--- src/design/murmur2_string_hash_bucket_macros.svh ---
// Assertion macros used by the hash bucket mixing engine.
`ifndef MURMUR2_STRING_HASH_BUCKET_MACROS_SVH
`define MURMUR2_STRING_HASH_BUCKET_MACROS_SVH

// Plain clocked assertion, disabled while reset is asserted.
`define MMH_ASSERT(label, clk, rst_n, prop, msg) \
  label: assert property (@(posedge clk) disable iff (!rst_n) prop) else $error(msg);

// Condition in this cycle implies a property in the next one.
`define MMH_ASSERT_NEXT(label, clk, rst_n, cond, prop, msg) \
  `MMH_ASSERT(label, clk, rst_n, (cond) |=> (prop), msg)

`endif

--- src/design/mmh_pkg.sv ---
// Package with constants and command type for the MurmurHash2 bucket hasher.
`timescale 1ns / 1ps
`default_nettype none

package mmh_pkg;

  // Hash constants
  localparam logic [31:0] MIX_MUL     = 32'h5bd1e995;
  localparam int          MIX_SHIFT   = 24;
  localparam int          FIN_SHIFT_A = 13;
  localparam int          FIN_SHIFT_B = 15;

  // Configuration register indexes and reset values
  localparam logic        CFG_BUCKET_COUNT = 1'b0;
  localparam logic        CFG_HASH_SEED    = 1'b1;
  localparam logic [31:0] BUCKET_COUNT_RST = 32'd1024;
  localparam logic [31:0] HASH_SEED_RST    = 32'd97;

  // Work handed from the byte packer to the mixing engine
  typedef struct packed {
    logic        init_en;   // load the running hash with init_val
    logic [31:0] init_val;  // seed ^ key length
    logic        mix_en;    // data holds a full word to mix
    logic        fin_en;    // finish the key and emit a result
    logic        tail_en;   // data[23:0] holds 1 to 3 tail bytes
    logic [31:0] data;
  } mmh_cmd_t;

endpackage

`default_nettype wire

--- src/design/mmh_if.sv ---
// Valid/ready channel interfaces for key bytes and hash results.
`timescale 1ns / 1ps
`default_nettype none

interface mmh_in_if;
  logic        valid;
  logic        ready;
  logic [7:0]  data_byte;
  logic        first_byte;
  logic        last_byte;
  logic [15:0] key_length;

  modport source (output valid, data_byte, first_byte, last_byte, key_length, input ready);
  modport sink   (input valid, data_byte, first_byte, last_byte, key_length, output ready);
endinterface

interface mmh_out_if;
  logic        valid;
  logic        ready;
  logic [31:0] hash_value;
  logic [31:0] bucket_index;

  modport source (output valid, hash_value, bucket_index, input ready);
  modport sink   (input valid, hash_value, bucket_index, output ready);
endinterface

`default_nettype wire

--- src/design/mmh_queue.sv ---
// Small command FIFO between the byte packer and the mixing engine.
`timescale 1ns / 1ps
`default_nettype none

module mmh_queue
  import mmh_pkg::*;
#(
  parameter int DEPTH = 4
) (
  input  wire logic      clk,
  input  wire logic      rst_n,
  input  wire logic      push_valid,
  output logic           push_ready,
  input  wire mmh_cmd_t  push_cmd,
  output logic           pop_valid,
  input  wire logic      pop_ready,
  output mmh_cmd_t       pop_cmd
);

  localparam int PW = (DEPTH > 1) ? $clog2(DEPTH) : 1;
  localparam int CW = $clog2(DEPTH + 1);

  mmh_cmd_t        mem_r [DEPTH];
  logic [PW-1:0]   wr_ptr_r;
  logic [PW-1:0]   rd_ptr_r;
  logic [CW-1:0]   count_r;
  logic            do_push;
  logic            do_pop;

  assign push_ready = (count_r != CW'(DEPTH));
  assign pop_valid  = (count_r != '0);
  assign pop_cmd    = mem_r[rd_ptr_r];
  assign do_push    = push_valid && push_ready;
  assign do_pop     = pop_valid && pop_ready;

  // Storage
  always_ff @(posedge clk) begin
    if (do_push) begin
      mem_r[wr_ptr_r] <= push_cmd;
    end
  end

  // Pointers and fill count
  always_ff @(posedge clk) begin
    if (!rst_n) begin
      wr_ptr_r <= '0;
      rd_ptr_r <= '0;
      count_r  <= '0;
    end else begin
      if (do_push) begin
        wr_ptr_r <= (wr_ptr_r == PW'(DEPTH - 1)) ? '0 : wr_ptr_r + 1'b1;
      end
      if (do_pop) begin
        rd_ptr_r <= (rd_ptr_r == PW'(DEPTH - 1)) ? '0 : rd_ptr_r + 1'b1;
      end
      case ({do_push, do_pop})
        2'b10:   count_r <= count_r + 1'b1;
        2'b01:   count_r <= count_r - 1'b1;
        default: count_r <= count_r;
      endcase
    end
  end

endmodule

`default_nettype wire

--- src/design/mmh_front.sv ---
// Byte packer: gathers key bytes into words and issues mix/finish commands.
`timescale 1ns / 1ps
`default_nettype none

module mmh_front
  import mmh_pkg::*;
(
  input  wire logic   clk,
  input  wire logic   rst_n,
  mmh_in_if.sink      in_ch,
  input  wire logic [31:0] hash_seed,
  output logic        push_valid,
  input  wire logic   push_ready,
  output mmh_cmd_t    push_cmd
);

  logic [23:0] partial_r;
  logic [1:0]  held_r;
  logic [23:0] partial_nxt;
  logic [1:0]  held_nxt;

  logic [23:0] p_base;
  logic [1:0]  h_base;
  logic [23:0] p_abs;
  logic [1:0]  h_abs;
  logic        absorb;
  logic        mix;
  logic        accept;

  // Pack the byte; a first byte restarts from an empty word
  always_comb begin
    p_base = in_ch.first_byte ? '0 : partial_r;
    h_base = in_ch.first_byte ? '0 : held_r;
    absorb = !(in_ch.first_byte && (in_ch.key_length == '0));
    mix    = absorb && (h_base == 2'd3);
    p_abs  = p_base;
    h_abs  = h_base;
    if (absorb) begin
      case (h_base)
        2'd0:    p_abs = {p_base[23:8], in_ch.data_byte};
        2'd1:    p_abs = {p_base[23:16], in_ch.data_byte, p_base[7:0]};
        2'd2:    p_abs = {in_ch.data_byte, p_base[15:0]};
        default: p_abs = '0;
      endcase
      h_abs = h_base + 2'd1;
    end
  end

  // Command to the mixing engine
  always_comb begin
    push_cmd.init_en  = in_ch.first_byte;
    push_cmd.init_val = hash_seed ^ {16'b0, in_ch.key_length};
    push_cmd.mix_en   = mix;
    push_cmd.fin_en   = in_ch.last_byte;
    push_cmd.tail_en  = (h_abs != 2'd0);
    push_cmd.data     = mix ? {in_ch.data_byte, p_base} : {8'b0, p_abs};
  end

  assign push_valid  = in_ch.valid && (in_ch.first_byte || mix || in_ch.last_byte);
  assign in_ch.ready = push_ready;
  assign accept      = in_ch.valid && push_ready;

  // A finished key leaves nothing behind
  always_comb begin
    partial_nxt = partial_r;
    held_nxt    = held_r;
    if (accept) begin
      partial_nxt = in_ch.last_byte ? '0 : p_abs;
      held_nxt    = in_ch.last_byte ? '0 : h_abs;
    end
  end

  always_ff @(posedge clk) begin
    if (!rst_n) begin
      partial_r <= '0;
      held_r    <= '0;
    end else begin
      partial_r <= partial_nxt;
      held_r    <= held_nxt;
    end
  end

endmodule

`default_nettype wire

--- src/design/mmh_back.sv ---
// Mixing engine: word mixes, final mixes and bucket remainder, with result register.
`timescale 1ns / 1ps
`default_nettype none
`include "murmur2_string_hash_bucket_macros.svh"

module mmh_back
  import mmh_pkg::*;
(
  input  wire logic   clk,
  input  wire logic   rst_n,
  input  wire logic   pop_valid,
  output logic        pop_ready,
  input  wire mmh_cmd_t pop_cmd,
  input  wire logic [31:0] bucket_count,
  mmh_out_if.source   out_ch
);

  localparam int DIV_STEPS = 32;
  localparam int SW = $clog2(DIV_STEPS);

  typedef enum logic [3:0] {
    S_IDLE, S_K1, S_K2, S_H1, S_T1, S_F1, S_F2, S_DIV, S_EMIT
  } state_t;

  state_t        state_r;
  logic          fin_r;
  logic          tail_en_r;
  logic [31:0]   data_r;
  logic [31:0]   k_r;
  logic [31:0]   h_r;
  logic [31:0]   hash_r;
  logic [31:0]   div_r;
  logic [31:0]   rem_r;
  logic [31:0]   dvd_r;
  logic [SW-1:0] cnt_r;
  logic          out_valid_r;
  logic [31:0]   out_hash_r;
  logic [31:0]   out_bucket_r;

  logic [31:0]   mul_a;
  logic [31:0]   mul_p;
  logic [32:0]   trial;
  logic [31:0]   rem_nxt;
  logic          out_free;

  // Shared multiplier by the mix constant; operand chosen by step
  always_comb begin
    case (state_r)
      S_K1:    mul_a = data_r;
      S_K2:    mul_a = k_r ^ (k_r >> MIX_SHIFT);
      S_H1:    mul_a = h_r;
      S_T1:    mul_a = h_r ^ {8'b0, data_r[23:0]};
      S_F1:    mul_a = h_r ^ (h_r >> FIN_SHIFT_A);
      default: mul_a = data_r;
    endcase
  end
  assign mul_p = mul_a * MIX_MUL;

  // One restoring remainder step; a zero divisor leaves the dividend
  assign trial   = {rem_r, dvd_r[31]};
  assign rem_nxt = (trial >= {1'b0, div_r}) ? 32'(trial - {1'b0, div_r}) : trial[31:0];

  assign pop_ready    = (state_r == S_IDLE);
  assign out_free     = !out_valid_r || out_ch.ready;
  assign out_ch.valid        = out_valid_r;
  assign out_ch.hash_value   = out_hash_r;
  assign out_ch.bucket_index = out_bucket_r;

  // Sequencer and result register
  always_ff @(posedge clk) begin
    if (!rst_n) begin
      state_r     <= S_IDLE;
      h_r         <= '0;
      out_valid_r <= 1'b0;
    end else begin
      if (out_valid_r && out_ch.ready) begin
        out_valid_r <= 1'b0;
      end
      unique case (state_r)
        S_IDLE: begin
          if (pop_valid) begin
            fin_r     <= pop_cmd.fin_en;
            tail_en_r <= pop_cmd.tail_en;
            data_r    <= pop_cmd.data;
            if (pop_cmd.init_en) begin
              h_r <= pop_cmd.init_val;
            end
            if (pop_cmd.mix_en) begin
              state_r <= S_K1;
            end else if (pop_cmd.fin_en) begin
              state_r <= pop_cmd.tail_en ? S_T1 : S_F1;
            end
          end
        end
        S_K1: begin
          k_r     <= mul_p;
          state_r <= S_K2;
        end
        S_K2: begin
          k_r     <= mul_p;
          state_r <= S_H1;
        end
        S_H1: begin
          h_r <= mul_p ^ k_r;
          if (fin_r) begin
            state_r <= tail_en_r ? S_T1 : S_F1;
          end else begin
            state_r <= S_IDLE;
          end
        end
        S_T1: begin
          h_r     <= mul_p;
          state_r <= S_F1;
        end
        S_F1: begin
          h_r     <= mul_p;
          state_r <= S_F2;
        end
        S_F2: begin
          hash_r  <= h_r ^ (h_r >> FIN_SHIFT_B);
          dvd_r   <= h_r ^ (h_r >> FIN_SHIFT_B);
          div_r   <= bucket_count;
          rem_r   <= '0;
          cnt_r   <= '0;
          state_r <= S_DIV;
        end
        S_DIV: begin
          rem_r <= rem_nxt;
          dvd_r <= {dvd_r[30:0], 1'b0};
          cnt_r <= cnt_r + 1'b1;
          if (cnt_r == SW'(DIV_STEPS - 1)) begin
            state_r <= S_EMIT;
          end
        end
        S_EMIT: begin
          if (out_free) begin
            out_hash_r   <= hash_r;
            out_bucket_r <= rem_r;
            out_valid_r  <= 1'b1;
            h_r          <= '0;
            state_r      <= S_IDLE;
          end
        end
        default: state_r <= S_IDLE;
      endcase
    end
  end

  // Remainder stays below a nonzero divisor throughout the division
  `MMH_ASSERT(a_rem_bound, clk, rst_n, (state_r == S_DIV && div_r != '0) |-> (rem_r < div_r), "remainder out of range")
  // Division always starts from a cleared remainder
  `MMH_ASSERT_NEXT(a_div_start, clk, rst_n, state_r == S_F2, state_r == S_DIV && rem_r == '0, "division start")
  // A result leaves the engine idle with a cleared running hash
  `MMH_ASSERT_NEXT(a_emit, clk, rst_n, state_r == S_EMIT && out_free, out_valid_r && state_r == S_IDLE && h_r == '0, "emit")

endmodule

`default_nettype wire

--- src/design/murmur2_string_hash_bucket.sv ---
// Top level of the MurmurHash2 string hasher with bucket index.
`timescale 1ns / 1ps
`default_nettype none

// Key bytes enter one per transfer on in_ch; first_byte starts a key and carries its length,
// last_byte ends it and yields one transfer on out_ch with the 32-bit MurmurHash2 and that hash
// modulo bucket_count (a zero count returns the hash). The packer takes a byte every cycle while
// the command queue has room. The engine behind it has one multiplier: each full word is taken
// from the queue and then passes three multiplies there, so bytes stream at one per cycle on
// average between key ends. Key end holds the engine after the last word mix, or from taking the
// end command when no word closes on the last byte: taking that command when it carries no word,
// one or two tail and final multiplies, the last xor-shift, a bit-serial remainder and loading
// the result register once out_ch can take it. The next key's bytes are accepted meanwhile until
// the queue of QUEUE_DEPTH commands fills. The seed and bucket count are to be written on the
// cfg port between keys only; the block itself does not enforce this.
module murmur2_string_hash_bucket
  import mmh_pkg::*;
#(
  parameter int QUEUE_DEPTH = 4
) (
  input  wire logic        clk,
  input  wire logic        rst_n,
  mmh_in_if.sink           in_ch,
  mmh_out_if.source        out_ch,
  input  wire logic        cfg_we,
  input  wire logic        cfg_index,
  input  wire logic [31:0] cfg_wdata
);

  logic [31:0] bucket_count_r;
  logic [31:0] hash_seed_r;

  logic        push_valid;
  logic        push_ready;
  mmh_cmd_t    push_cmd;
  logic        pop_valid;
  logic        pop_ready;
  mmh_cmd_t    pop_cmd;

  // Configuration registers
  always_ff @(posedge clk) begin
    if (!rst_n) begin
      bucket_count_r <= BUCKET_COUNT_RST;
      hash_seed_r    <= HASH_SEED_RST;
    end else if (cfg_we) begin
      unique case (cfg_index)
        CFG_BUCKET_COUNT: bucket_count_r <= cfg_wdata;
        CFG_HASH_SEED:    hash_seed_r    <= cfg_wdata;
      endcase
    end
  end

  mmh_front u_front (
    .clk        (clk),
    .rst_n      (rst_n),
    .in_ch      (in_ch),
    .hash_seed  (hash_seed_r),
    .push_valid (push_valid),
    .push_ready (push_ready),
    .push_cmd   (push_cmd)
  );

  mmh_queue #(
    .DEPTH (QUEUE_DEPTH)
  ) u_queue (
    .clk        (clk),
    .rst_n      (rst_n),
    .push_valid (push_valid),
    .push_ready (push_ready),
    .push_cmd   (push_cmd),
    .pop_valid  (pop_valid),
    .pop_ready  (pop_ready),
    .pop_cmd    (pop_cmd)
  );

  mmh_back u_back (
    .clk          (clk),
    .rst_n        (rst_n),
    .pop_valid    (pop_valid),
    .pop_ready    (pop_ready),
    .pop_cmd      (pop_cmd),
    .bucket_count (bucket_count_r),
    .out_ch       (out_ch)
  );

endmodule

`default_nettype wire
--- src/flat_wrapper.sv ---
// flat-port wrapper written by rule: the top's interface ports become plain ports
module murmur2_string_hash_bucket_flat import mmh_pkg::*;
#(
  parameter int QUEUE_DEPTH = 4
)
  (clk, rst_n, cfg_we, cfg_index, cfg_wdata, in_ch_valid, in_ch_data_byte, in_ch_first_byte, in_ch_last_byte, in_ch_key_length, in_ch_ready, out_ch_valid, out_ch_hash_value, out_ch_bucket_index, out_ch_ready);
  mmh_in_if in_ch_i ();
  mmh_out_if out_ch_i ();
  input  wire logic clk;
  input  wire logic rst_n;
  input  wire logic cfg_we;
  input  wire logic cfg_index;
  input  wire logic [31:0] cfg_wdata;
  input wire logic [$bits(in_ch_i.valid)-1:0] in_ch_valid;
  input wire logic [$bits(in_ch_i.data_byte)-1:0] in_ch_data_byte;
  input wire logic [$bits(in_ch_i.first_byte)-1:0] in_ch_first_byte;
  input wire logic [$bits(in_ch_i.last_byte)-1:0] in_ch_last_byte;
  input wire logic [$bits(in_ch_i.key_length)-1:0] in_ch_key_length;
  output wire logic [$bits(in_ch_i.ready)-1:0] in_ch_ready;
  output wire logic [$bits(out_ch_i.valid)-1:0] out_ch_valid;
  output wire logic [$bits(out_ch_i.hash_value)-1:0] out_ch_hash_value;
  output wire logic [$bits(out_ch_i.bucket_index)-1:0] out_ch_bucket_index;
  input wire logic [$bits(out_ch_i.ready)-1:0] out_ch_ready;
  assign in_ch_i.valid = in_ch_valid;
  assign in_ch_i.data_byte = in_ch_data_byte;
  assign in_ch_i.first_byte = in_ch_first_byte;
  assign in_ch_i.last_byte = in_ch_last_byte;
  assign in_ch_i.key_length = in_ch_key_length;
  assign in_ch_ready = in_ch_i.ready;
  assign out_ch_valid = out_ch_i.valid;
  assign out_ch_hash_value = out_ch_i.hash_value;
  assign out_ch_bucket_index = out_ch_i.bucket_index;
  assign out_ch_i.ready = out_ch_ready;
  murmur2_string_hash_bucket #(.QUEUE_DEPTH(QUEUE_DEPTH)) u_core (.clk(clk), .rst_n(rst_n), .in_ch(in_ch_i), .out_ch(out_ch_i), .cfg_we(cfg_we), .cfg_index(cfg_index), .cfg_wdata(cfg_wdata));
endmodule
--- config.mk ---
export PLATFORM = sky130hd
export DESIGN_NAME = murmur2_string_hash_bucket_flat
export DESIGN_NICKNAME = d
export VERILOG_FILES = /design/src/design/mmh_pkg.sv /design/src/design/mmh_if.sv /design/src/design/mmh_queue.sv /design/src/design/mmh_front.sv /design/src/design/mmh_back.sv /design/src/design/murmur2_string_hash_bucket.sv /design/src/flat_wrapper.sv
export VERILOG_INCLUDE_DIRS = /design/src /design/src/design
export SDC_FILE = /design/constraint.sdc
export NUM_CORES = 2
export LEC_CHECK = 0
export ABC_AREA = 1
export BUFFER_PORTS_ARGS = -buffer_cell sky130_fd_sc_hd__buf_2
export CORE_UTILIZATION = 57
export CTS_CLUSTER_SIZE = 28
export DETAILED_ROUTE_END_ITERATION = 7
export PLACE_DENSITY = 0.77
export SYNTH_ARGS = -nofsm -noshare
export SYNTH_HDL_FRONTEND = slang
export SYNTH_HIERARCHICAL = 1
export SYNTH_SLANG_ARGS = --single-unit
export TNS_END_PERCENT = 20
--- constraint.sdc ---
create_clock -name clk -period 7.85 [get_ports clk]
set_input_delay 1.57 -clock clk [delete_from_list [all_inputs] [get_ports clk]]
set_output_delay 1.57 -clock clk [all_outputs]
set_load 0.01 [all_outputs]
Word-level counts from Yosys, hierarchy flattened. Memories as Yosys holds them, arrays and structs flattened. A register that Yosys moved wholly into a read port is not among the register bits. Cells that the tools add are included.

Bits in registers: 397. Latch bits: 0. Memory bits (writable): 272. ROM bits: 0. Bits of input ports: 64. Output and inout bits: 66. Word-level logic and storage cells: 127. Memories: 1.

$add $sub $neg: 7. $mul: 1. Divide/modulo/power cells: 0. Magnitude comparators: 1. Equality and inequality tests: 22. Shifts and indexed selects: 0. Mux-type cells: 36. Bitwise operators: 7. Reduce and logical (&&, ||, !) cells: 31.

Memories: u_core.u_queue.mem_r (words 4, bits a word 68, rd ports 1, clocked after Yosys merged registers in 1, wr ports 1, line mmh_queue.sv:23) `mmh_cmd_t mem_r [DEPTH];`.

Operators with widths (number): one-hot mux 32 bit (4 select lines) (2); 2-to-1 mux 32 bit (5); one-hot mux 32 bit (2 select lines) (2); 2-to-1 mux 24 bit (3); one-hot mux 24 bit (3 select lines) (1); one-hot mux 4 bit (9 select lines) (1); greater-or-equal comparator 33 x 32 -> 1 bit (1); multiplier 32 x 31 -> 32 bit (second input constant) (1); subtractor 32 bit (1); bitwise XOR 32 x 16 -> 32 bit (1); bitwise XOR 32 x 17 -> 32 bit (1); bitwise XOR 32 x 19 -> 32 bit (1); bitwise XOR 32 x 24 -> 32 bit (1); bitwise XOR 32 bit (1); bitwise XOR 32 x 8 -> 32 bit (1); 2-to-1 mux 4 bit (5); == test 4 x 3 -> 1 bit (second input constant) (4); zero test 16 bit (1); 2-to-1 mux 2 bit (7); == test 2 bit (second input constant) (5); one-hot mux 5 bit (2 select lines) (1); AND reduction 2 bit (5); == test 4 x 2 -> 1 bit (second input constant) (2); AND reduction 4 bit (2); 26 further kinds (50).

Logic depth before layout (Yosys ltp).
Depth in word-level cells: 10. Mapped depth: 40. Mapped depth without buffers: 37.

Hierarchy. The synthesis kept the hierarchy.

By module, submodules not included: mmh_back (instances 1, cells each 2503, area each 23567.6 µm², sequential area each 8638.3 µm²); mmh_queue (instances 1, cells each 726, area each 10550.1 µm², sequential area each 8348.0 µm²); murmur2_string_hash_bucket (instances 1, cells each 346, area each 2476.1 µm², sequential area each 1281.2 µm²); mmh_front (instances 1, cells each 325, area each 2214.6 µm², sequential area each 520.5 µm²).

Least setup slack after synthesis. Ideal clock, no wire load.

Path type: reg-to-reg. Start point: register u_core.u_back.state_r[2]. End point: register u_core.u_back.h_r[31]. Library setup time: 0.067 ns. Data arrival time: 7.847 ns. Required time: 7.783 ns. Slack: -0.064 ns. Stages on the path, launching flop included: 33. Buffers on the path: 4. Period minus slack after synthesis: 7.914 ns. Cells stage by stage: dfxtp_1 > inv_2 > nor2_4 > nand2_4 > nand2_2 > buf_6 > buf_2 > clkbuf_1 > clkbuf_1 > o21ai_0 > nand2_1 > nand4_1 > fa_1 > fa_1 > fa_1 > inv_1 > fa_1 > fa_1 > fa_1 > fa_1 > inv_1 > fa_1 > ha_1 > nand2_1 > nor2_1 > a211o_1 > a311oi_1 > inv_1 > nand3_1 > nand3_1 > nand3_1 > nand2_1 > a21oi_2.

Longest elaborated chain between the ends: 5. Elaborated cells on any way between the ends: 16. Classes of those cells: mul (1); eq/ne (8); mux (2); bitwise (1); reduce/logical (4).

Ends and longest elaborated chain: from (decl) (line mmh_back.sv:25) `state_t state_r;`; from (signal assigned) (line mmh_back.sv:91) `state_r <= pop_cmd.tail_en ? S_T1 : S_F1;`; from (signal assigned) (line mmh_back.sv:106) `state_r <= tail_en_r ? S_T1 : S_F1;`; == test 4 x 3 -> 1 bit, or another cell as far along (line mmh_back.sv:48, mmh_back.sv:79); one-hot mux 32 bit (4 select lines) (line mmh_back.sv:48) `case (state_r)`; multiplier 32 x 31 -> 32 bit (line mmh_back.sv:57) `assign mul_p = mul_a * MIX_MUL;`; bitwise XOR 32 bit (line mmh_back.sv:104) `h_r <= mul_p ^ k_r;`; one-hot mux 32 bit (4 select lines) (line mmh_back.sv:79) `unique case (state_r)`; to (signal assigned) (line mmh_back.sv:86) `h_r <= pop_cmd.init_val;`; to (signal assigned) (line mmh_back.sv:104); to (signal assigned) (line mmh_back.sv:112) `h_r <= mul_p;`; to (decl) (line mmh_back.sv:30) `logic [31:0] h_r;`.

Several ways; a longest one is shown, not always the timed one. A chain may end at the register's enable or synchronous reset.

Worst setup path after layout.
Start point: register u_core.u_back.state_r[2]. End point: register u_core.u_back.h_r[30].

Longest elaborated chain between the ends: 5. Elaborated cells on any way between the ends: 16. Classes of those cells: mul (1); eq/ne (8); mux (2); bitwise (1); reduce/logical (4).

Ends and longest elaborated chain: == test 4 x 3 -> 1 bit or == test 4 x 2 -> 1 bit (tied branches) (line mmh_back.sv:48); one-hot mux 32 bit (4 select lines) * (line mmh_back.sv:48); multiplier 32 x 31 -> 32 bit * (line mmh_back.sv:57); net u_core.u_back.mul_p[30] (line mmh_back.sv:41) `logic [31:0] mul_p;`; bitwise XOR 32 bit (line mmh_back.sv:104); one-hot mux 32 bit (4 select lines) * (line mmh_back.sv:79).

The timed path passes the listed nets; every way through them passes the cells marked *.

==> metrics.csv <==
metric,value,unit
rsz0062_at_grt,true,
cts_tree,yes,
drtIter0Drc,3329,
worst_ep_required_time,8.39,ns
multi_input_area,0.0174,mm^2
worst_setup_path_start_kind,register,
fin_crit,7.61,ns
tightest_slew,1.17,ns
track_usage,0.309,
cts_buffer_depth,3,
dieArea,0.0691,mm^2
syn_area_per_cell,9.95,um^2
cts-hold-fix-buffers,0,
yosysSeqAreaShare,0.484,
drc,0,
grt_pass1_vias,27700,
cp.depth,35,
cp_top_family,adder cells,
synth_edf_count,535,
ff2ff_path_depth,35,
syn-num-nets,4403,
die_height,263,um
synthFlopType,edfxtp_1,
gr-total-overflow,0,
clockRootBuffer,clkbuf_16,
crit_type,reg2reg,
async_reset_ff_frac,0,
ys_ff_latch,671,
dp_hpwl,79100,um
timing.slew.headroom,0.217,
fin_util,0.653,
hold_class,reg2reg,
grt_max_degree,137,
vias,29200,
syn2layout_area_growth,13.2,%
pin_count,130,
diodes,0,
cts_max_level,3,
ant_nets,0,
wl_per_cell,21.2,um
first_pass_iters,5,
synth_cell_types,65,
synth_cells,3900,
nNetsFinal,4636,
setup_viol,0,
fmax,131,MHz
crit_fanout,16,
hold_viol,0,
clkTransAtPathRegs,0.06,ns
hold_depth,0,
cp-end-kind,register,
cts_buffers,66,
grt_pass1_wl,162000,um
fin_crit_sh,0.969,
fillers,5195,
clock-sinks,671,
die_w,263,um
max-cap-violations,0,
layout-drive-gt1-share,0.137,
core_area,0.0673,mm^2
seq_area,0.0188,mm^2
via_per_inst,5.78,
slowest_stage,fa_1,
ys.warnings.count,6,
cp_data_arrival_time,8.15,ns
slowest_delay,0.55,ns
initial_core_util,0.577,
dpl-instance-area,0.0411,mm^2
slew_viol_final,0,
routed_wl,107000,um
cp.buffers_inverters,10,
status,finished clean,
synth_area,0.0388,mm^2
fin_area,0.0439,mm^2
port-buffer-count,129,
grt_antenna_before_repair,0,
clk_latency,0.63,ns
gp_congestion,1.03,
rows,95,
finClkSkew,0.0270,ns
worst paths after layout:
check,start,to,slack (ns)
max,u_core/u_back/state_r[2],u_core/u_back/h_r[30],0.24
max reg2reg,u_core/u_back/state_r[2],u_core/u_back/h_r[30],0.24
min,u_core/u_back/hash_r[5],u_core/u_back/out_ch.hash_value[5],0.42
min reg2reg,u_core/u_back/hash_r[5],u_core/u_back/out_ch.hash_value[5],0.42
timing repair:
action | 4_1_cts | 5_1_grt
pin swaps | 0 | 33
hold endpoints to repair | 0 | 0
endpoints found under the setup margin | 10 | 21
resized for setup | 9 | 102
cloned | 0 | 2
setup buffers | 0 | 18
logic make-up after synthesis:
| family | Yosys count | share of synthesized area |
|---|---|---|
| and+or+nand+nor | 1228 | 0.130 |
| AOI/OAI and AO/OA | 700 | 0.103 |
| buffers and inverters | 754 | 0.0813 |
| xor gates and xnor gates | 108 | 0.0244 |
| adders and majority gates | 439 | 0.177 |
| DFF | 671 | 0.484 |
final cells by class:
type	instances	area share
flip-flops and latches	671	0.428
multi-input cells	2475	0.397
inverters	596	0.0513
repair buffers	323	0.0506
clock buffers	83	0.0397
well taps	873	0.0249
clock inverters	38	0.00888
synthesized netlist by cell type (7+ instances only):
cell      instances  area, um^2
o211ai_1         20         150
edfxtp_1        535       16100
nand2_1         627        2350
a21o_1            7        52.6
o21ai_1          11        55.1
buf_6            20         225
buf_4            25         188
ha_1            256        3200
nor2_1          382        1430
or2_2             9        56.3
xnor2_1          33         289
fa_1            183        3660
o22ai_2           8         100
clkbuf_2         12        60.1
inv_2            12        45.0
clkbuf_1         60         225
a31oi_1          11        68.8
nand3_1         134         671
nor3_1           17        85.1
dfxtp_1         136        2720
o22ai_1          76         475
inv_1           577        2170
buf_2            39         195
a21oi_1         177         886
xor2_1           75         657
a22o_1            8        70.1
o21bai_1         22         165
o21ai_0         311        1560
nand4_1          22         138
sequential cells by signal (all words and copies together) (netlist names), 3 cells and up, named ones only:
name / cells
u_core/bucket_count_r: 32
u_core/u_back/hash_r: 32
u_core/u_back/data_r: 32
u_core/u_front/partial_r: 24
u_core/u_queue/mem_r: 272
u_core/hash_seed_r: 32
u_core/u_back/out_ch.hash_value: 32
u_core/u_back/h_r: 32
u_core/u_back/dvd_r: 32
u_core/u_back/k_r: 32
u_core/u_back/state_r: 4
u_core/u_queue/count_r: 3
u_core/u_back/rem_r: 32
u_core/u_back/div_r: 32
u_core/u_back/cnt_r: 5
u_core/u_back/out_ch.bucket_index: 32
layout by cell type (no fill, tap or decap), drive strengths merged, types with 6 or more instances in the layout:
cell / instances
a32oi: 6
a22o: 8
or2: 10
o21ai: 324
nor2: 388
clkbuf: 85
nor3: 17
buf: 321
ha: 256
nand4: 22
dfxtp: 136
o21bai: 22
xor2: 75
nand2: 636
o311ai: 6
xnor2: 33
inv: 592
o22ai: 84
nand3: 139
a21oi: 181
edfxtp: 535
clkinv: 34
o211ai: 22
a31oi: 12
a21o: 7
fa: 183
worst reg2reg max path: cells and delay by family, from the launching register on:
family,cells,cell delay (ns)
adders and majority gates,9,3.99
buffers and inverters,10,1.11
AOI/OAI and AO/OA,7,1.11
and+or+nand+nor,8,0.76
DFF,1,0.36
xor gates and xnor gates,1,0.23
metal layers:
metal / part of all wire / routed length [um] / up-vias / track usage
li1: - / - / 13500 / -
met2: 0.45 / 47900 / 1490 / 0.473
met4: 0.031 / 3330 / 0 / 0.0993
met3: 0.098 / 10500 / 207 / 0.0513
met5: 0 / 0 / - / 0
met1: 0.42 / 45400 / 14100 / 0.451
per-stage QoR:
| step | setup WS (ns) | std cells | TNS, ns | hold WS [ns] |
|---|---|---|---|---|
| 4_1_cts | 0.0131 | 5039 | 0 | 0.419 |
| 5_1_grt | -0.0709 | 5059 | -0.200 | 0.421 |
| 6_report | 0.240 | 5059 | 0 | 0.418 |
| 3_3_place_gp | 0.00313 | 4918 | 0 | 0.402 |
| 3_5_place_dp | -0.167 | 4918 | -0.731 | 0.405 |
| 2_1_floorplan | 0.0377 | 3900 | 0 | 0.400 |
Power is not shown: default switching activity piles up to over one toggle a cycle in this logic, so the estimate is an artifact.
